==> config.mk <==
export PLATFORM = sky130hd
export DESIGN_NAME = wfe_queue
export DESIGN_NICKNAME = d
export VERILOG_FILES = /design/src/rtl/wfe_pkg.sv /design/src/rtl/wfe_queue.sv
export SDC_FILE = /design/constraint.sdc
export NUM_CORES = 1
export LEC_CHECK = 0
export BUFFER_PORTS_ARGS = -buffer_cell sky130_fd_sc_hd__buf_2
export CORE_MARGIN = 8
export CORE_UTILIZATION = 45
export DETAILED_ROUTE_END_ITERATION = 12
export PLACE_DENSITY = 0.71
export RECOVER_POWER = 25
export REMOVE_ABC_BUFFERS = 1
export SLEW_MARGIN = 20
export SYNTH_ARGS = -nofsm -noshare
export SYNTH_HDL_FRONTEND = slang
export SYNTH_SLANG_ARGS = --single-unit
==> constraint.sdc <==
create_clock -name clk -period 2.3 [get_ports clk]
set_input_delay 0.115 -clock clk [delete_from_list [all_inputs] [get_ports clk]]
set_output_delay 0.115 -clock clk [all_outputs]
set_load 0.005 [all_outputs]
==> src/rtl/wfe_pkg.sv <==
// Shared constants, types and the cosine table builder for the window and frame energy unit.
package wfe_pkg;

  // Sizing
  localparam int MAX_FRAME       = 1024;
  localparam int MIN_FRAME       = 2;
  localparam int COS_TABLE_DEPTH = 1024;
  localparam int SAMPLE_W        = 16;

  localparam int COS_AW  = $clog2(COS_TABLE_DEPTH);
  localparam int COS_W   = 17;                       // Q2.15 cosine, -1.0 .. +1.0
  localparam int PH_W    = 16;
  localparam int POS_W   = $clog2(MAX_FRAME);
  localparam int FL_W    = 11;
  localparam int WT_W    = 2;
  localparam int STEP_W  = 16;
  localparam int SUM_W   = 41;
  localparam int SQ_W    = 2 * SAMPLE_W - 1;         // square of a signed sample, unsigned
  localparam int WIN_W   = 16;                       // coefficient 0 .. 32768

  // Decoupling queue, depth must be a power of two
  localparam int Q_DEPTH = 4;
  localparam int Q_AW    = $clog2(Q_DEPTH);
  localparam int Q_CW    = $clog2(Q_DEPTH + 1);

  // Configuration port
  localparam int CFG_IDX_W  = 2;
  localparam int CFG_DATA_W = 16;

  localparam logic [CFG_IDX_W-1:0] REG_WINDOW_TYPE  = 2'd0;
  localparam logic [CFG_IDX_W-1:0] REG_FRAME_LENGTH = 2'd1;
  localparam logic [CFG_IDX_W-1:0] REG_PHASE_STEP   = 2'd2;

  localparam logic [WT_W-1:0]   WINDOW_TYPE_RST  = 2'd0;
  localparam logic [FL_W-1:0]   FRAME_LENGTH_RST = 11'd256;
  localparam logic [STEP_W-1:0] PHASE_STEP_RST   = 16'd257;

  // Window shapes; the unused code falls through to Blackman
  localparam logic [WT_W-1:0] WIN_HANN     = 2'd0;
  localparam logic [WT_W-1:0] WIN_HAMMING  = 2'd1;
  localparam logic [WT_W-1:0] WIN_BLACKMAN = 2'd2;

  // Window terms, Q1.15 coefficients; A0 scaled to Q2.30
  localparam int W30_W = 34;
  localparam logic signed [W30_W-1:0] ONE_Q15    = 34'sd32768;
  localparam logic signed [W30_W-1:0] HANN_A0    = 34'sd16384 * ONE_Q15;
  localparam logic signed [W30_W-1:0] HANN_K1    = 34'sd16384;
  localparam logic signed [W30_W-1:0] HAMMING_A0 = 34'sd17695 * ONE_Q15;
  localparam logic signed [W30_W-1:0] HAMMING_K1 = 34'sd15073;
  localparam logic signed [W30_W-1:0] BLACK_A0   = 34'sd13763 * ONE_Q15;
  localparam logic signed [W30_W-1:0] BLACK_K1   = 34'sd16384;
  localparam logic signed [W30_W-1:0] BLACK_K2   = 34'sd2621;
  localparam logic signed [W30_W-1:0] ROUND_Q15  = 34'sd16384;

  typedef struct packed {
    logic [FL_W-1:0]   frame_length;
    logic [STEP_W-1:0] phase_step;
  } frame_cfg_t;

  typedef struct packed {
    logic signed [SAMPLE_W-1:0] sample;
    logic signed [COS_W-1:0]    c1;
    logic signed [COS_W-1:0]    c2;
    logic                       last;
  } q_entry_t;

  // Cosine table built at elaboration: fixed Q30 Taylor series, folded to one quadrant
  localparam logic signed [63:0] PI_Q30      = 64'sd3373259426;
  localparam logic signed [63:0] HALF_PI_Q30 = 64'sd1686629713;
  localparam logic signed [63:0] ONE_Q30     = 64'sd1073741824;

  typedef logic [COS_TABLE_DEPTH-1:0][COS_W-1:0] cos_tab_t;

  function automatic logic signed [63:0] cos_quadrant(input logic [63:0] x);
    logic [63:0]        x2;
    logic [63:0]        term;
    logic signed [63:0] acc;
    x2   = (x * x) >> 30;
    term = 64'(ONE_Q30);
    acc  = ONE_Q30;
    term = ((term * x2) >> 30) / 64'd2;   acc = acc - $signed(term);
    term = ((term * x2) >> 30) / 64'd12;  acc = acc + $signed(term);
    term = ((term * x2) >> 30) / 64'd30;  acc = acc - $signed(term);
    term = ((term * x2) >> 30) / 64'd56;  acc = acc + $signed(term);
    term = ((term * x2) >> 30) / 64'd90;  acc = acc - $signed(term);
    term = ((term * x2) >> 30) / 64'd132; acc = acc + $signed(term);
    term = ((term * x2) >> 30) / 64'd182; acc = acc - $signed(term);
    term = ((term * x2) >> 30) / 64'd240; acc = acc + $signed(term);
    term = ((term * x2) >> 30) / 64'd306; acc = acc - $signed(term);
    if (acc < 0) acc = 0;
    if (acc > ONE_Q30) acc = ONE_Q30;
    return acc;
  endfunction

  function automatic logic signed [COS_W-1:0] cos_entry(input int k);
    logic signed [63:0] theta;
    logic signed [63:0] c;
    logic               neg;
    neg   = 1'b0;
    theta = (64'sd2 * PI_Q30 * 64'(k)) / COS_TABLE_DEPTH;
    if (theta > PI_Q30) theta = 64'sd2 * PI_Q30 - theta;
    if (theta > HALF_PI_Q30) begin
      theta = PI_Q30 - theta;
      neg   = 1'b1;
    end
    if (theta < 0) theta = 0;
    c = (cos_quadrant(theta) + 64'sd16384) >>> 15;
    return neg ? -COS_W'(c) : COS_W'(c);
  endfunction

  function automatic cos_tab_t build_cos_tab();
    cos_tab_t t;
    int       k;
    for (k = 0; k < COS_TABLE_DEPTH; k++) begin
      t[k] = cos_entry(k);
    end
    return t;
  endfunction

  localparam cos_tab_t COS_TAB = build_cos_tab();

endpackage

==> src/rtl/wfe_queue.sv <==
// Short FIFO between front and back ends.
module wfe_queue (
  input  logic                       clk,
  input  logic                       rst_n,
  input  logic                       push,
  input  wfe_pkg::q_entry_t          push_entry,
  input  logic                       pop,
  output wfe_pkg::q_entry_t          head,
  output logic                       empty,
  output logic [wfe_pkg::Q_CW-1:0]   count
);

  wfe_pkg::q_entry_t             mem_r [wfe_pkg::Q_DEPTH];
  logic [wfe_pkg::Q_AW-1:0]      wr_ptr_r;
  logic [wfe_pkg::Q_AW-1:0]      rd_ptr_r;
  logic [wfe_pkg::Q_CW-1:0]      count_r;

  always_ff @(posedge clk) begin
    if (!rst_n) begin
      wr_ptr_r <= '0;
      rd_ptr_r <= '0;
      count_r  <= '0;
    end else begin
      if (push) wr_ptr_r <= wr_ptr_r + wfe_pkg::Q_AW'(1);
      if (pop)  rd_ptr_r <= rd_ptr_r + wfe_pkg::Q_AW'(1);
      case ({push, pop})
        2'b10:   count_r <= count_r + wfe_pkg::Q_CW'(1);
        2'b01:   count_r <= count_r - wfe_pkg::Q_CW'(1);
        default: count_r <= count_r;
      endcase
    end
  end

  always_ff @(posedge clk) begin
    if (push) begin
      mem_r[wr_ptr_r] <= push_entry;
    end
  end

  assign head  = mem_r[rd_ptr_r];
  assign empty = (count_r == '0);
  assign count = count_r;

endmodule

# Word-level counts from Yosys, hierarchy flattened
# Memories as Yosys holds them, arrays and structs flattened. A register that Yosys moved wholly into a read port is not among the register bits.
# Cells that the tools add are included.
# W data, S select, Z words.
# op_classes
bitwise	0
n_reduce_logical	2
add_sub_neg	4
n_div	0
order_cmp	0
n_eq_ne	2
n_mux	5
n_shift	0
n_mul	0
# op_table
cell	count
$pmux W3 S2	1
$add A2 B1 Y2 const B	2
$mux W2	2
$add A3 B1 Y3 const B	1
$logic_not A3 Y1	1
$sub A3 B1 Y3 const B	1
$eq A2 B1 Y1 const B	1
$eq A2 B2 Y1 const B	1
$mux W1	2
$reduce_bool A2 Y1	1
# totals
out_inout_bits	55
ram_bits	204
n_memories	1
regBits	7
latch_bits	0
word_cells	17
input_bits	55
mem_bits_ro	0
# memory_table
name	words	width	read_ports	rd_clocked_by_memory_dff	write_ports	line	text
mem_r	4	51	1	1	1	wfe_queue.sv:13	wfe_pkg::q_entry_t mem_r [wfe_pkg::Q_DEPTH];

# Depth between registers and ports, before layout
# Gate-level depths: netlist of run 1.
# logic_depth
depth_word	3
depth_mapped	7
mapped_depth_nobuf	7

# Worst setup path after synthesis of run 1
# Ideal clock, no wire load.
# synth_timing
path_kind	register to register
startpoint	register wr_ptr_r[0] (netlist name)
endpoint	memory mem_r[2][0] (netlist name) (enable)
path_stages_with_launch	4
slack_ns	0.131
t_required_ns	1.886
setup_time_ns	0.414
n_path_buf	0
arrival_ns	1.755
synth_period_minus_slack_ns	2.169
path_cell_list	dfxtp_1 > inv_1 > ha_1 > and2_1
# synth_rtl
item	line	text
from (decl)	wfe_queue.sv:14	logic [wfe_pkg::Q_AW-1:0] wr_ptr_r;
from (signal assigned)	wfe_queue.sv:24	if (push) wr_ptr_r <= wr_ptr_r + wfe_pkg::Q_AW'(1);
to (decl)	wfe_queue.sv:13	
# Straight into the memory's write port.

==> metrics.yaml, run 1 <==
status: "finished clean"
reg2reg_depth: 5
drtAntennaViolNets: 0
routabilityCongestion: 0.694
syn_avg_cell_area_um2: 25.2
r2r-start: "count[0]$_SDFFE_PN0P_"
maxSlewViolCount: 0
synthCells: 312
cts_root_buffer: "clkbuf_16"
holdPathEnd: "wr_ptr_r[1]$_SDFFE_PN0P_"
cts_tree: "yes"
antenna_cells: 0
htree_levels: 1
arrival_ns: 1.92
critPathCaptureType: "primary output"
max_freq_mhz: 492
slew_headroom: 0.696
fin_worst_skew_ns: 0.0125
setup_viol: 0
finalHoldViolCount: 0
p_leak_nw: 3.37
period_share: 0.883
synth_cell_types: 21
clkSlewWorstSetupHoldPaths_ns: 0.06
port_buffers: 109
fin_total_pwr_mw: 8.75
grt_usage: 0.137
yosysWarnings: 0
grt_pass1_vias: 4361
finalInstanceArea_mm2: 0.00994
initial_core_util: 0.458
preCtsSetupSlack_ns: 0.547
worstHoldPathType: "primary input to register"
dpl_cell_area_mm2: 0.00871
dp_hpwl_mm: 8.68
power.density_mw_per_mm2: 880
wire_per_inst_um: 19.7
drt_wl_total_mm: 14.7
max-clock-path-buffers: 3
grt_pass1_wl_mm: 23.5
synth_largest_area_cell: "edfxtp_1"
crit_fanout: 15
crit_path_start_kind: "register"
final_cells: 743
clkLatencyLatePin_ns: 0.49
synth_common_cells: "204 x edfxtp_1, 50 x mux4_2, 10 x and2_1, 9 x dfxtp_1, 6 x inv_1"
crit_type: "register to primary output"
synth_area_mm2: 0.00786
clock_sinks: 213
critical_path_required_ns: 2.18
synth_top_area_share: 0.779
rsz0062_at_grt: "no"
grt_max_degree: 52
routed_via_density: 5.02
die_h_um: 148
worst_slew_pin_slew_ns: 0.456
ys_ff_latch: 213
vdd_drop_max_mv: 0.580
timing.rr.end: "count[2]$_SDFFE_PN0P_"
dr.pass1.iters: 4
area_growth_pct: 26.4
die_w_um: 148
whs_ns: 0.0273
drive_gt1_frac: 0.347
layout.nets: 563
numCtsBuffers: 22
postCtsResizedCells: 0
grt_remaining_overflow: 0
worst_slack_ns: 0.268
hp-start: "push"
antenna_found_initial: 0
first_iter_violations: 208
rows: 48
r2r_slack_ns: 0.65
fp.coreArea_mm2: 0.0172
synth_ff_type: "edfxtp_1"
min_delay_path_depth: 3
drv_cap: 0
fin_crit_ns: 2.03
ys_top_cells_by_area: "edfxtp_1 78%, mux4_2 14%, dfxtp_1 2.3%, buf_12 1.3%, and2_1 0.80%"
drc: 0
die_area_mm2: 0.0220
synth.yosys.seq_area_share: 0.802
synth_async_sr_flop_share: 0
synth.most_common_cell: "edfxtp_1"
dp.cells: 646
synth-edff-count: 204
ioPinCount: 110
num_vias: 3731
critical path, cell delays in order, from the launching register on:
cell     delay, ns
dfxtp_2       0.61
buf_4         0.30
mux4_1        0.34
buf_2         0.16
cell families (layout without fill, tap and decap cells):
| logic type | count (synthesis) | count (layout) | synth area share |
|---|---|---|---|
| compound gates | 3 | 3 | 0.00223 |
| xor+xnor | 5 | 5 | 0.00557 |
| fa+ha+maj | 6 | 6 | 0.0105 |
| buf+inv | 18 | 224 | 0.0207 |
| flops | 213 | 213 | 0.802 |
| mux | 52 | 52 | 0.148 |
| simple gates | 15 | 15 | 0.0111 |
sequential cells by signal, summed over array words and instances (netlist names), named ones only:
name      cells
wr_ptr_r      2
mem_r       204
count         3
rd_ptr_r      2
where the power goes:
group	switching [mW]	internal [mW]	total [mW]	leakage (nW)
clock	1.34	2.04	3.38	0.342
sequential	0.0642	4.45	4.52	1.95
combinational	0.393	0.454	0.847	1.07
layer usage:
layer,wire [um],share of wire,vias up,track usage
li1,-,-,1688,-
met1,6290,0.43,1919,0.174
met2,7090,0.48,107,0.226
met3,1030,0.070,17,0.0431
met4,246,0.017,0,0.0337
met5,0,0,-,0
what timing repair did:
item | 4_1_cts | 5_1_grt
hold buffers | 54 | 0
buffers inserted | 3 | 0
setup endpoints to repair | 1 | 0
endpoints found under the hold margin | 213 | 0
final cells by class:
cell class                 count  area, um^2
fill                        1297        7240
sequential                   213        6310
multi-input combinational     81        1400
timing repair buffer         178        1220
clock buffer                  33         643
tap                          225         282
clock inverter                 7        60.1
inverter                       6        22.5
metrics by stage:
step                setup TNS [ns]   util
floorplan                   -34.18      -
global placement                 0  0.507
detailed placement               0  0.507
CTS                              0  0.581
global route                     0  0.579
finish                           0  0.579
how the worst max path moves through the flow:
stage              from  endpoint  cells after the start  slack, ns
3_3_place_gp   register  head[23]                      3       0.60
5_1_grt        register  head[45]                      3       0.16
6_report       register  head[45]                      3       0.27
4_1_cts        register  head[45]                      3       0.19
3_5_place_dp   register  head[45]                      3       0.55
2_1_floorplan  register  head[45]                      1      -0.72
cell usage in the layout (no fill, tap or decap), types with 5 or more instances in the layout:
cell type | Yosys | layout
buf_4 | 0 | 10
clkbuf_16 | 0 | 23
ha_1 | 5 | 5
dfxtp_1 | 9 | 7
inv_1 | 6 | 6
and2_1 | 10 | 6
buf_12 | 5 | 5
clkbuf_1 | 0 | 38
buf_2 | 5 | 78
edfxtp_1 | 204 | 204
dlygate4sd3_1 | 0 | 54
mux4_2 | 50 | 50
No activity file was read; power rests on OpenSTA's default activity.
==> run 2, diff against run 1 <==
--- a/config.mk
+++ b/config.mk
@@ -8,9 +8,9 @@
 export BUFFER_PORTS_ARGS = -buffer_cell sky130_fd_sc_hd__buf_2
 export CORE_MARGIN = 8
 export CORE_UTILIZATION = 45
+export CTS_BUF_LIST = sky130_fd_sc_hd__clkbuf_8
 export DETAILED_ROUTE_END_ITERATION = 12
 export PLACE_DENSITY = 0.71
-export RECOVER_POWER = 25
 export REMOVE_ABC_BUFFERS = 1
 export SLEW_MARGIN = 20
 export SYNTH_ARGS = -nofsm -noshare
==> metrics.yaml, run 2 (same netlist as run 1, synthesis figures left out) <==
final_common_cell: "edfxtp_1"
rows: 48  # unchanged
clkLatencyLatePin_ns: 0.51  # +0.02 ns
num_vias: 3818  # +2.3%
final_cell_mix: "204 x edfxtp_1, 109 x buf_2, 54 x dlygate4sd3_1"
multi_input_area_mm2: 0.00140  # unchanged
layout.nets: 577  # +2.5%
dp_hpwl_mm: 8.68  # unchanged
seq_power_share: 0.543  # +0.027
worst_slew_pin_slew_ns: 0.458  # +0.00209 ns
max_freq_mhz: 492  # about the same
critical_path_required_ns: 2.18  # about the same
wire_per_inst_um: 19.2  # -2.5%
drtAntennaViolNets: 0  # unchanged
fin_total_pwr_mw: 8.31  # -5.0%
arrival_ns: 1.92  # about the same
die_h_um: 148  # unchanged
routabilityCongestion: 0.694  # unchanged
clock_sinks: 213  # unchanged
period_share: 0.884  # about the same
die_area_mm2: 0.0220  # unchanged
drc: 0  # unchanged
routed_via_density: 4.97  # -1.0%
cts_tree: "yes"
maxSlewViolCount: 0  # unchanged
grt_pass1_wl_mm: 23.6  # +0.47%
rsz0062_at_grt: "no"
wl_met3_mm: 1.19  # +16%
drv_cap: 0  # unchanged
worstHoldPathType: "primary input to register"
slew_headroom: 0.695  # -0.00139
postCtsResizedCells: 0  # unchanged
grt_remaining_overflow: 0  # unchanged
combPwrFrac: 0.103  # +0.006
fp.coreArea_mm2: 0.0172  # unchanged
power.switching_mw: 1.86  # +3.5%
status: "finished clean"
routed.top_layer: "met4"
p_leak_nw: 3.48  # +3.4%
swShare: 0.224  # +0.0184
wl_met2_mm: 7.07  # -0.21%
fin_worst_skew_ns: 0.0108  # -0.00177 ns
critPathCaptureType: "primary output"
power.density_mw_per_mm2: 838  # -4.7%
ff_latch_area_mm2: 0.00631  # unchanged
fillers: 1300  # +0.23%
initial_core_util: 0.458  # unchanged
antenna_found_initial: 0  # unchanged
finalInstanceArea_mm2: 0.00992  # -0.23%
clkSlewWorstSetupHoldPaths_ns: 0.06  # about the same
ioPinCount: 110  # unchanged
first_iter_violations: 176  # -15%
fin_crit_ns: 2.03  # +0.00167 ns
dr.pass1.iters: 5  # +1
drt_wl_total_mm: 14.8  # +0.78%
crit_type: "register to primary output"
crit_path_start_kind: "register"
crit_fanout: 15  # unchanged
htree_levels: 2  # +1
cts_root_buffer: "clkbuf_8"
power_frac_clock: 0.354  # -0.033
setup_viol: 0  # unchanged
drt-met1-wl_mm: 6.21  # -1.3%
max-clock-path-buffers: 3  # unchanged
numCtsBuffers: 36  # +64%
vdd_drop_max_mv: 0.462  # -20%
port_buffers: 109  # unchanged
die_w_um: 148  # unchanged
dpl_cell_area_mm2: 0.00871  # unchanged
grt_max_degree: 52  # unchanged
drive_gt1_frac: 0.416  # +0.0687
largest_reg_flops: 204  # unchanged
grt_pass1_vias: 4437  # +1.7%
finalHoldViolCount: 0  # unchanged
antenna_cells: 0  # unchanged
internal-power_mw: 6.45  # -7.2%
area_growth_pct: 26.1
top_register: "mem_r"
grt_usage: 0.139  # +0.00233
## run 2: cell count changes in the layout (fill, tap and decap cells not counted), sizes merged
cell	before	now
clkbuf	64	38
clkinv	5	11
buf	93	124
bufinv	1	0
clkinvlp	1	3
inv	6	19
## run 2: layer usage
layer  global-route usage  vias up
li1                     -     1726
met1                0.172     1930
met2                0.224      131
met3               0.0474       31
met4               0.0525        0
met5                    0        -
## run 2: final timing paths
| check | startpoint | slack [ns] | depth (start not counted) | to |
|---|---|---|---|---|
| max | register | 0.27 | 3 | head[36] |
| min | push_entry[29] | 0.36 | 2 | mem_r[1][29]$_DFFE_PP_ |
| max reg2reg | count[0]$_SDFFE_PN0P_ | 0.65 | 5 | count[2]$_SDFFE_PN0P_ |
| min reg2reg | count[2]$_SDFFE_PN0P_ | 0.54 | 2 | count[2]$_SDFFE_PN0P_ |
## run 2: critical path, stage by stage (launching register included)
cell and delay (ns):
dfxtp_2 0.62, buf_4 0.30, mux4_2 0.34, buf_2 0.15
## run 2: power by group through the flow
stage / Clock [mW] / Combinational, mW / Sequential, mW
after floorplan: 0 / 0.371 / 4.63
after global placement: 0 / 0.759 / 4.60
after detailed placement: 0 / 0.779 / 4.61
after CTS: 3.05 / 0.877 / 4.52
after global routing: 3.20 / 0.939 / 4.53
final: 2.94 / 0.853 / 4.52
## run 2: through the flow
step | instances | worst slack, ns | setup TNS [ns] | utilization | hold WS [ns]
after CTS | 768 | 0.180 | 0 | 0.577 | 0.317
final | 768 | 0.267 | 0 | 0.577 | 0.361
after floorplan | 300 | -0.721 | -34.18 | - | 0.214
after detailed placement | 646 | 0.547 | 0 | 0.507 | 0.332
after global routing | 768 | 0.142 | 0 | 0.577 | 0.331
after global placement | 646 | 0.605 | 0 | 0.507 | 0.326
## run 2: timing repair
item / 4_1_cts / 5_1_grt
setup buffers: 3 / 0
setup endpoints to repair: 1 / 0
endpoints found under the hold margin: 213 / 0
hold buffers: 54 / 0
## run 2: cell type report
class,count,area share
multi-input combinational,81,0.141
clock buffer,38,0.0527
clock inverter,27,0.0120
tap,225,0.0284
inverter,6,0.00227
timing repair buffer,178,0.127
sequential,213,0.636
