### config.mk
export PLATFORM = sky130hd
export DESIGN_NAME = wfe_back
export DESIGN_NICKNAME = d
export VERILOG_FILES = /design/src/rtl/wfe_pkg.sv /design/src/rtl/wfe_back.sv
export SDC_FILE = /design/constraint.sdc
export NUM_CORES = 2
export LEC_CHECK = 0
export ABC_AREA = 1
export BUFFER_PORTS_ARGS = -buffer_cell sky130_fd_sc_hd__buf_2
export CORE_ASPECT_RATIO = 1.1
export CORE_MARGIN = 5
export CORE_UTILIZATION = 65
export CTS_CLUSTER_DIAMETER = 30
export CTS_CLUSTER_SIZE = 30
export DETAILED_ROUTE_END_ITERATION = 16
export PLACE_DENSITY = 0.85
export SLEW_MARGIN = 20
export SYNTH_ARGS = -nofsm -noshare
export SYNTH_HDL_FRONTEND = slang
export SYNTH_SLANG_ARGS = --single-unit
### constraint.sdc
create_clock -name clk -period 10.75 [get_ports clk]
set_clock_uncertainty 0.2 [all_clocks]
set_input_delay 0.5375 -clock clk [delete_from_list [all_inputs] [get_ports clk]]
set_output_delay 0.5375 -clock clk [all_outputs]
set_load 0.01 [all_outputs]
### src/rtl/wfe_pkg.sv
// Shared constants, types and the cosine table builder for the window and frame energy unit.
package wfe_pkg;

  // Sizing
  localparam int MAX_FRAME       = 1024;
  localparam int MIN_FRAME       = 2;
  localparam int COS_TABLE_DEPTH = 1024;
  localparam int SAMPLE_W        = 16;

  localparam int COS_AW  = $clog2(COS_TABLE_DEPTH);
  localparam int COS_W   = 17;                       // Q2.15 cosine, -1.0 .. +1.0
  localparam int PH_W    = 16;
  localparam int POS_W   = $clog2(MAX_FRAME);
  localparam int FL_W    = 11;
  localparam int WT_W    = 2;
  localparam int STEP_W  = 16;
  localparam int SUM_W   = 41;
  localparam int SQ_W    = 2 * SAMPLE_W - 1;         // square of a signed sample, unsigned
  localparam int WIN_W   = 16;                       // coefficient 0 .. 32768

  // Decoupling queue, depth must be a power of two
  localparam int Q_DEPTH = 4;
  localparam int Q_AW    = $clog2(Q_DEPTH);
  localparam int Q_CW    = $clog2(Q_DEPTH + 1);

  // Configuration port
  localparam int CFG_IDX_W  = 2;
  localparam int CFG_DATA_W = 16;

  localparam logic [CFG_IDX_W-1:0] REG_WINDOW_TYPE  = 2'd0;
  localparam logic [CFG_IDX_W-1:0] REG_FRAME_LENGTH = 2'd1;
  localparam logic [CFG_IDX_W-1:0] REG_PHASE_STEP   = 2'd2;

  localparam logic [WT_W-1:0]   WINDOW_TYPE_RST  = 2'd0;
  localparam logic [FL_W-1:0]   FRAME_LENGTH_RST = 11'd256;
  localparam logic [STEP_W-1:0] PHASE_STEP_RST   = 16'd257;

  // Window shapes; the unused code falls through to Blackman
  localparam logic [WT_W-1:0] WIN_HANN     = 2'd0;
  localparam logic [WT_W-1:0] WIN_HAMMING  = 2'd1;
  localparam logic [WT_W-1:0] WIN_BLACKMAN = 2'd2;

  // Window terms, Q1.15 coefficients; A0 scaled to Q2.30
  localparam int W30_W = 34;
  localparam logic signed [W30_W-1:0] ONE_Q15    = 34'sd32768;
  localparam logic signed [W30_W-1:0] HANN_A0    = 34'sd16384 * ONE_Q15;
  localparam logic signed [W30_W-1:0] HANN_K1    = 34'sd16384;
  localparam logic signed [W30_W-1:0] HAMMING_A0 = 34'sd17695 * ONE_Q15;
  localparam logic signed [W30_W-1:0] HAMMING_K1 = 34'sd15073;
  localparam logic signed [W30_W-1:0] BLACK_A0   = 34'sd13763 * ONE_Q15;
  localparam logic signed [W30_W-1:0] BLACK_K1   = 34'sd16384;
  localparam logic signed [W30_W-1:0] BLACK_K2   = 34'sd2621;
  localparam logic signed [W30_W-1:0] ROUND_Q15  = 34'sd16384;

  typedef struct packed {
    logic [FL_W-1:0]   frame_length;
    logic [STEP_W-1:0] phase_step;
  } frame_cfg_t;

  typedef struct packed {
    logic signed [SAMPLE_W-1:0] sample;
    logic signed [COS_W-1:0]    c1;
    logic signed [COS_W-1:0]    c2;
    logic                       last;
  } q_entry_t;

  // Cosine table built at elaboration: fixed Q30 Taylor series, folded to one quadrant
  localparam logic signed [63:0] PI_Q30      = 64'sd3373259426;
  localparam logic signed [63:0] HALF_PI_Q30 = 64'sd1686629713;
  localparam logic signed [63:0] ONE_Q30     = 64'sd1073741824;

  typedef logic [COS_TABLE_DEPTH-1:0][COS_W-1:0] cos_tab_t;

  function automatic logic signed [63:0] cos_quadrant(input logic [63:0] x);
    logic [63:0]        x2;
    logic [63:0]        term;
    logic signed [63:0] acc;
    x2   = (x * x) >> 30;
    term = 64'(ONE_Q30);
    acc  = ONE_Q30;
    term = ((term * x2) >> 30) / 64'd2;   acc = acc - $signed(term);
    term = ((term * x2) >> 30) / 64'd12;  acc = acc + $signed(term);
    term = ((term * x2) >> 30) / 64'd30;  acc = acc - $signed(term);
    term = ((term * x2) >> 30) / 64'd56;  acc = acc + $signed(term);
    term = ((term * x2) >> 30) / 64'd90;  acc = acc - $signed(term);
    term = ((term * x2) >> 30) / 64'd132; acc = acc + $signed(term);
    term = ((term * x2) >> 30) / 64'd182; acc = acc - $signed(term);
    term = ((term * x2) >> 30) / 64'd240; acc = acc + $signed(term);
    term = ((term * x2) >> 30) / 64'd306; acc = acc - $signed(term);
    if (acc < 0) acc = 0;
    if (acc > ONE_Q30) acc = ONE_Q30;
    return acc;
  endfunction

  function automatic logic signed [COS_W-1:0] cos_entry(input int k);
    logic signed [63:0] theta;
    logic signed [63:0] c;
    logic               neg;
    neg   = 1'b0;
    theta = (64'sd2 * PI_Q30 * 64'(k)) / COS_TABLE_DEPTH;
    if (theta > PI_Q30) theta = 64'sd2 * PI_Q30 - theta;
    if (theta > HALF_PI_Q30) begin
      theta = PI_Q30 - theta;
      neg   = 1'b1;
    end
    if (theta < 0) theta = 0;
    c = (cos_quadrant(theta) + 64'sd16384) >>> 15;
    return neg ? -COS_W'(c) : COS_W'(c);
  endfunction

  function automatic cos_tab_t build_cos_tab();
    cos_tab_t t;
    int       k;
    for (k = 0; k < COS_TABLE_DEPTH; k++) begin
      t[k] = cos_entry(k);
    end
    return t;
  endfunction

  localparam cos_tab_t COS_TAB = build_cos_tab();

endpackage

### src/rtl/wfe_back.sv
// Back end: window coefficient, windowed sample, energy sums, output register.
module wfe_back (
  input  logic                                clk,
  input  logic                                rst_n,
  input  logic [wfe_pkg::WT_W-1:0]            window_type,
  input  logic                                q_empty,
  input  wfe_pkg::q_entry_t                   q_head,
  output logic                                q_pop,
  output logic                                out_tvalid,
  input  logic                                out_tready,
  output logic signed [wfe_pkg::SAMPLE_W-1:0] windowed_sample,
  output logic [wfe_pkg::SUM_W-1:0]           raw_energy,
  output logic [wfe_pkg::SUM_W-1:0]           windowed_energy,
  output logic                                frame_end
);

  localparam int SW    = wfe_pkg::SAMPLE_W;
  localparam int W30W  = wfe_pkg::W30_W;
  localparam int WQ_W  = W30W - 15;
  localparam int P_W   = SW + wfe_pkg::WIN_W + 1;
  localparam int YS_W  = P_W + 1 - 15;
  localparam int SQP_W = 2 * SW;
  localparam logic signed [YS_W-1:0] Y_HI = YS_W'((1 << (SW - 1)) - 1);
  localparam logic signed [YS_W-1:0] Y_LO = -Y_HI - YS_W'(1);

  logic adv;

  // stage 1: coefficient and raw square
  logic signed [W30W-1:0]       c1x, c2x, w30, w30c, wsum;
  logic [WQ_W-1:0]              wq;
  logic [wfe_pkg::WIN_W-1:0]    w_nxt;
  logic signed [SQP_W-1:0]      sqr_prod;
  logic                         b1_v_r;
  logic signed [SW-1:0]         b1_sample_r;
  logic [wfe_pkg::WIN_W-1:0]    b1_w_r;
  logic [wfe_pkg::SQ_W-1:0]     b1_sqr_r;
  logic                         b1_last_r;

  // stage 2: windowed sample
  logic signed [P_W-1:0]        p;
  logic signed [P_W:0]          pr;
  logic signed [YS_W-1:0]       ys;
  logic signed [SW-1:0]         y_nxt;
  logic                         b2_v_r;
  logic signed [SW-1:0]         b2_y_r;
  logic [wfe_pkg::SQ_W-1:0]     b2_sqr_r;
  logic                         b2_last_r;

  // stage 3: windowed square
  logic signed [SQP_W-1:0]      sqy_prod;
  logic                         b3_v_r;
  logic signed [SW-1:0]         b3_y_r;
  logic [wfe_pkg::SQ_W-1:0]     b3_sqr_r;
  logic [wfe_pkg::SQ_W-1:0]     b3_sqy_r;
  logic                         b3_last_r;

  // stage 4: sums and output
  logic [wfe_pkg::SUM_W:0]      raw_add, win_add;
  logic [wfe_pkg::SUM_W-1:0]    raw_new, win_new;
  logic [wfe_pkg::SUM_W-1:0]    raw_sum_r, win_sum_r;
  logic                         out_v_r;
  logic signed [SW-1:0]         out_y_r;
  logic [wfe_pkg::SUM_W-1:0]    out_raw_r, out_win_r;
  logic                         out_last_r;

  // whole back pipe moves together, held by the output register
  assign adv   = !out_v_r || out_tready;
  assign q_pop = adv && !q_empty;

  always_comb begin
    c1x = W30W'(q_head.c1);
    c2x = W30W'(q_head.c2);
    case (window_type)
      wfe_pkg::WIN_HANN:    w30 = wfe_pkg::HANN_A0 - wfe_pkg::HANN_K1 * c1x;
      wfe_pkg::WIN_HAMMING: w30 = wfe_pkg::HAMMING_A0 - wfe_pkg::HAMMING_K1 * c1x;
      default:              w30 = wfe_pkg::BLACK_A0 - wfe_pkg::BLACK_K1 * c1x
                                  + wfe_pkg::BLACK_K2 * c2x;
    endcase
    w30c  = (w30 < 0) ? '0 : w30;
    wsum  = w30c + wfe_pkg::ROUND_Q15;
    wq    = wsum[W30W-1:15];
    w_nxt = (wq > WQ_W'(32768)) ? wfe_pkg::WIN_W'(32768) : wq[wfe_pkg::WIN_W-1:0];
  end

  assign sqr_prod = q_head.sample * q_head.sample;

  always_comb begin
    p  = b1_sample_r * $signed({1'b0, b1_w_r});
    pr = (P_W + 1)'(p) + (P_W + 1)'(16384);
    ys = pr[P_W:15];
    if (ys > Y_HI) begin
      y_nxt = Y_HI[SW-1:0];
    end else if (ys < Y_LO) begin
      y_nxt = Y_LO[SW-1:0];
    end else begin
      y_nxt = ys[SW-1:0];
    end
  end

  assign sqy_prod = b2_y_r * b2_y_r;

  // saturating accumulate at 2^41 - 1
  assign raw_add = {1'b0, raw_sum_r} + (wfe_pkg::SUM_W + 1)'(b3_sqr_r);
  assign win_add = {1'b0, win_sum_r} + (wfe_pkg::SUM_W + 1)'(b3_sqy_r);
  assign raw_new = raw_add[wfe_pkg::SUM_W] ? '1 : raw_add[wfe_pkg::SUM_W-1:0];
  assign win_new = win_add[wfe_pkg::SUM_W] ? '1 : win_add[wfe_pkg::SUM_W-1:0];

  always_ff @(posedge clk) begin
    if (!rst_n) begin
      b1_v_r    <= 1'b0;
      b2_v_r    <= 1'b0;
      b3_v_r    <= 1'b0;
      out_v_r   <= 1'b0;
      raw_sum_r <= '0;
      win_sum_r <= '0;
    end else if (adv) begin
      b1_v_r  <= q_pop;
      b2_v_r  <= b1_v_r;
      b3_v_r  <= b2_v_r;
      out_v_r <= b3_v_r;
      if (b3_v_r) begin
        raw_sum_r <= b3_last_r ? '0 : raw_new;
        win_sum_r <= b3_last_r ? '0 : win_new;
      end
    end
  end

  always_ff @(posedge clk) begin
    if (adv) begin
      b1_sample_r <= q_head.sample;
      b1_w_r      <= w_nxt;
      b1_sqr_r    <= sqr_prod[wfe_pkg::SQ_W-1:0];
      b1_last_r   <= q_head.last;

      b2_y_r      <= y_nxt;
      b2_sqr_r    <= b1_sqr_r;
      b2_last_r   <= b1_last_r;

      b3_y_r      <= b2_y_r;
      b3_sqr_r    <= b2_sqr_r;
      b3_sqy_r    <= sqy_prod[wfe_pkg::SQ_W-1:0];
      b3_last_r   <= b2_last_r;

      out_y_r     <= b3_y_r;
      out_raw_r   <= raw_new;
      out_win_r   <= win_new;
      out_last_r  <= b3_last_r;
    end
  end

  assign out_tvalid      = out_v_r;
  assign windowed_sample = out_y_r;
  assign raw_energy      = out_raw_r;
  assign windowed_energy = out_win_r;
  assign frame_end       = out_last_r;

endmodule

* Word-level counts from Yosys, hierarchy flattened *
Index checks and enable logic that the tools add are counted.

operators by class
  $add $sub $neg = 8
  multipliers = 5
  divide/modulo/power cells = 0
  $lt $le $gt $ge = 4
  eq/ne operators = 1
  shift-type cells = 0
  multiplexer cells = 7
  bitwise logic cells = 0
  reductions and logical operators = 6

operators by type and width
  cell                                                                               number
  41-bit two-way mux                                                                 4
  41-bit by 31-bit adder with 42-bit output                                          2
  34-bit one-hot mux with 2 select lines                                             1
  16-bit by 16-bit multiplier with 31-bit output                                     2
  19-bit by 16-bit greater-than comparator with 1-bit output, second input constant  2
  33-bit by 16-bit adder with 34-bit output, second input constant                   1
  34-bit by 16-bit adder with 34-bit output, second input constant                   1
  34-bit by 1-bit < comparator with 1-bit output, second input constant              1
  34-bit two-way mux                                                                 1
  32-bit by 30-bit adder with 33-bit output                                          1
  16-bit by 17-bit multiplier with 33-bit output                                     1
  31-bit by 32-bit subtractor with 33-bit output, first input constant               1
  15-bit by 17-bit multiplier with 32-bit output, first input constant               1
  30-bit by 31-bit subtractor with 32-bit output, first input constant               1
  31-bit by 31-bit subtractor with 32-bit output, first input constant               1
  13-bit by 17-bit multiplier with 30-bit output, first input constant               1
  19-bit by 16-bit < comparator with 1-bit output, second input constant             1
  16-bit two-way mux                                                                 1
  2-bit by 1-bit equality test with 1-bit output, second input constant              1
  1-bit zero test                                                                    2
  2-bit zero test                                                                    1
  2-bit AND reduction                                                                1
  1-bit logical AND                                                                  1
  1-bit logical OR                                                                   1

word-level totals
  flip-flop bits (word level) = 376
  latch bits = 0
  memory bits (writable) = 0
  memory bits (read-only) = 0
  output and inout port bits = 101
  word-level logic and storage cells = 52
  memories = 0

* Longest topological paths before layout *
  depth in word-level cells = 7
  gate-level depth with buffers = 41

* Worst setup path after synthesis *
OpenSTA, ideal clock, no wires.

  path kind = input port to flip-flop
  from = in out_tready
  to = reg raw_sum_r[38] (netlist name)
  setup time = 0.070 ns
  data arrival time = 7.554 ns
  slack = 2.925 ns
  stages on the path = 7
  buffers on the path = 1
  cell sequence = nor2_1 inv_1 nand2_1 nor2_1 clkbuf_1 nand2_1 a21oi_1

between the ends
  cells in the longest elaborated chain, start to end = 2

RTL lines
  element                        line             RTL
  from (decl)                    wfe_back.sv:10   input logic out_tready,
  1-bit logical OR               wfe_back.sv:67   assign adv = !out_v_r || out_tready;
  2-bit AND reduction (no line)  --
  to (signal assigned)           wfe_back.sv:122  raw_sum_r <= b3_last_r ? '0 : raw_new;
  to (decl)                      wfe_back.sv:60   logic [wfe_pkg::SUM_W-1:0] raw_sum_r, win_sum_r;

Every way passes these cells.
A chain may end at the register's enable or synchronous reset.

* Final worst setup path *
  from = reg b2_y_r[3]
  to = reg b3_sqy_r[29] (netlist name) (data pin)

between the ends
  cells in the longest elaborated chain, start to end = 1

RTL lines
  element                                         line             RTL
  from (decl)                                     wfe_back.sv:45   logic signed [SW-1:0] b2_y_r;
  from (signal assigned)                          wfe_back.sv:135  b2_y_r <= y_nxt;
  16-bit by 16-bit multiplier with 31-bit output  wfe_back.sv:100  assign sqy_prod = b2_y_r * b2_y_r;
  net sqy_prod[29]                                wfe_back.sv:50   logic signed [SQP_W-1:0] sqy_prod;
  to (signal assigned)                            wfe_back.sv:141  b3_sqy_r <= sqy_prod[wfe_pkg::SQ_W-1:0];
  to (decl)                                       wfe_back.sv:54   logic [wfe_pkg::SQ_W-1:0] b3_sqy_r;

The timed path passes the listed nets, and every way through them passes these cells.

==> results.cfg <==
[synth]
syn_area_sq_um = 55500
yosysWarnings = 0
ys.flop_type = edfxtp_1
syn_avg_cell_area_sq_um = 8.59
postSynthCellCount = 6459
ys_types = 53
synth-async-reset-ratio_pct = 0
synth-seq-cells = 370
synth_edf_count = 284
yosysSeqAreaShare_pct = 18.5
synth_nets = 8007

[timing]
rsz0062_at_grt = no
fin_setup_tns_ns = 0
fin_ws_ns = 3.14
fmax_mhz = 131
period_needed_ns = 7.61
tightest_slew_ns = 1.01
finalCritPeriodShare_pct = 70.8
setup_viol = 0
finalMaxSlewViolations = 0
relSlewSlack_pct = 32.5
hold_viol = 0

[status]
outcome = completed

[cells_and_area]
multiInputGateArea_sq_um = 38100
fin_nets = 8094
layout_commonest_cell = inv_1
fillers = 6265
area_delta_synth_final_pct = 7.26
final_cell_mix = 1729 x inv_1, 1311 x nand2_1, 874 x fa_1
drive_gt1_share_pct = 6.03
regArea_sq_um = 10200

[placement]
port_buffers = 157
post-dp-hpwl_um = 111000
dp_slack_ns = 2.57
gp_congestion = 0.959

[clock_tree]
htreeDepth = 2
cts_root_buffer = clkbuf_16
tritoncts = done
postCtsSetupRepairBufs = 0
clkTransAtPathRegs_ns = 0.07
cts_buffers = 61
cts_resized = 0
clock-sinks = 370
hold_buffers = 3
insertion_delay_ns = 0.66
cts_buffer_depth = 3

[detailed_routing]
wl_um = 138000
firstDrtPassIters = 6
detail-route-antenna-nets = 0
drc = 0
via_per_inst = 5.52
vias = 42728
wl_per_cell_um = 17.8
drt_iter0_drc = 2760

[floorplan]
ios = 158
die_y_um = 316
initial_core_util_pct = 65.5
die-width_um = 289
core_sq_um = 84800
fp-row-count = 112
dieArea_sq_um = 91300

[critical_path]
cp_num_buf_inv = 5
cp-start-kind = register
endpoint_kind = register
cp_top_family = adder cells
cp_max_fo = 17
crit_path_top_delay_cell = edfxtp_1
slowest_delay_ns = 0.72
crit_required_ns = 10.93
worstSetupPathType = reg2reg
cp.arrival_ns = 7.79

[worst_hold_path]
hp-class = in2reg

[global_route]
antenna_found_initial = 3
grt_overflow = 0
grt_max_degree = 141
grt_pass1_wl_um = 228000
grt_pass1_vias = 46353
grt_use_total_pct = 31.1

[job]
max_cap_violations = 0
layer usage:
layer	GRT usage, %	share of wire [%]	up-vias
met4	14.6	5.7	0
met3	4.44	6.8	508
met1	36.9	37	20735
li1	-	-	19736
met2	55.7	51	1749
met5	0	0	-
cells by family (layout without fill, tap and decap cells):
logic type | after synthesis | after routing | share of synthesized area [%]
other | 0 | 2 | 0
buffers and inverters | 1886 | 2026 | 12.8
DFF | 370 | 370 | 18.5
adders and majority gates | 1491 | 1491 | 45.4
and+or+nand+nor | 1954 | 1954 | 14.7
xor gates and xnor gates | 168 | 168 | 2.65
AOI/OAI and AO/OA | 590 | 590 | 5.86
worst register-to-register path, stage by stage, from the launching register on:
cell and delay, ns:
edfxtp_1 0.72, nand2_1 0.22, inv_1 0.08, fa_1 0.53, inv_1 0.07, fa_1 0.53
inv_1 0.04, ha_1 0.18, fa_1 0.48, inv_1 0.05, fa_1 0.54, inv_1 0.06
fa_1 0.45, ha_1 0.38, nand2_1 0.06, o21ai_0 0.27, a31oi_1 0.17, o21ai_0 0.50
a21oi_1 0.23, o21bai_1 0.39, a21oi_1 0.21, o21ai_0 0.35, nand2_1 0.09, nand2_1 0.07
a21oi_1 0.07, xor2_1 0.45
final timing paths:
kind              depth (start not counted)  slack, ns      endpoint          from
setup / recovery                         25       3.14  b3_sqy_r[29]     b2_y_r[3]
hold / removal                            4       0.11        b1_v_r    out_tready
setup reg to reg                         25       3.14  b3_sqy_r[29]     b2_y_r[3]
hold reg to reg                           0       0.21  b2_sqr_r[29]  b1_sqr_r[29]
cell type report:
type	instances	area share, %
antenna	2	0.00841
clock buffer	66	2.61
clock inverter	50	1.20
inverter	1737	11.0
multi-input combinational	4203	64.1
sequential	370	17.2
tap	1140	2.40
timing repair buffer	173	1.53
synth_stat cells (3+ instances only):
cell type     n  area (sq um)
nand2_1    1312          4920
or2_2        61           382
a31oi_1      24           150
nor4_1       13          81.3
nor2_4        9           101
inv_1      1732          6500
o221ai_1      5          43.8
nand2_2       5          31.3
nand3_1     210          1050
nor2_2       10          62.6
nand3_2       5          50.1
fa_1        874         17500
ha_1        617          7720
o21ai_0     127           636
nor2_1      236           886
clkbuf_1    142           533
nand3b_1      9          67.6
xnor2_1      68           596
edfxtp_1    284          8530
a221oi_1      3          26.3
xor2_1      100           876
a21oi_2      10          87.6
dfxtp_1      86          1720
a21boi_0      9          67.6
o21a_1       12          90.1
nor3_1       37           185
o211ai_1      9          67.6
inv_2         3          11.3
a21oi_1     343          1720
a211oi_1      4          30.0
o31ai_1       5          37.5
o21bai_1     18           135
nand4_1      35           219
a21o_1       17           128
stage by stage:
stage	std cells	util, %	area, sq um	hold WS (ns)
2_1_floorplan	6459	-	55500	0.200
3_3_place_gp	7620	67.5	57200	0.201
3_5_place_dp	7620	67.5	57200	0.205
4_1_cts	7739	70.2	59500	0.0816
5_1_grt	7739	70.2	59500	0.118
6_report	7741	70.2	59500	0.110
registers in the layout, indices dropped and copies added (netlist names), 29 cells and up:
signal	cells
b1_sqr_r	29
win_sum_r	41
b3_sqy_r	29
b2_sqr_r	30
raw_energy	41
windowed_energy	41
b3_sqr_r	30
raw_sum_r	41
Power is left out: the tool's default activity adds up to more than one toggle a clock period on the data nets, which glitch-free logic cannot reach.
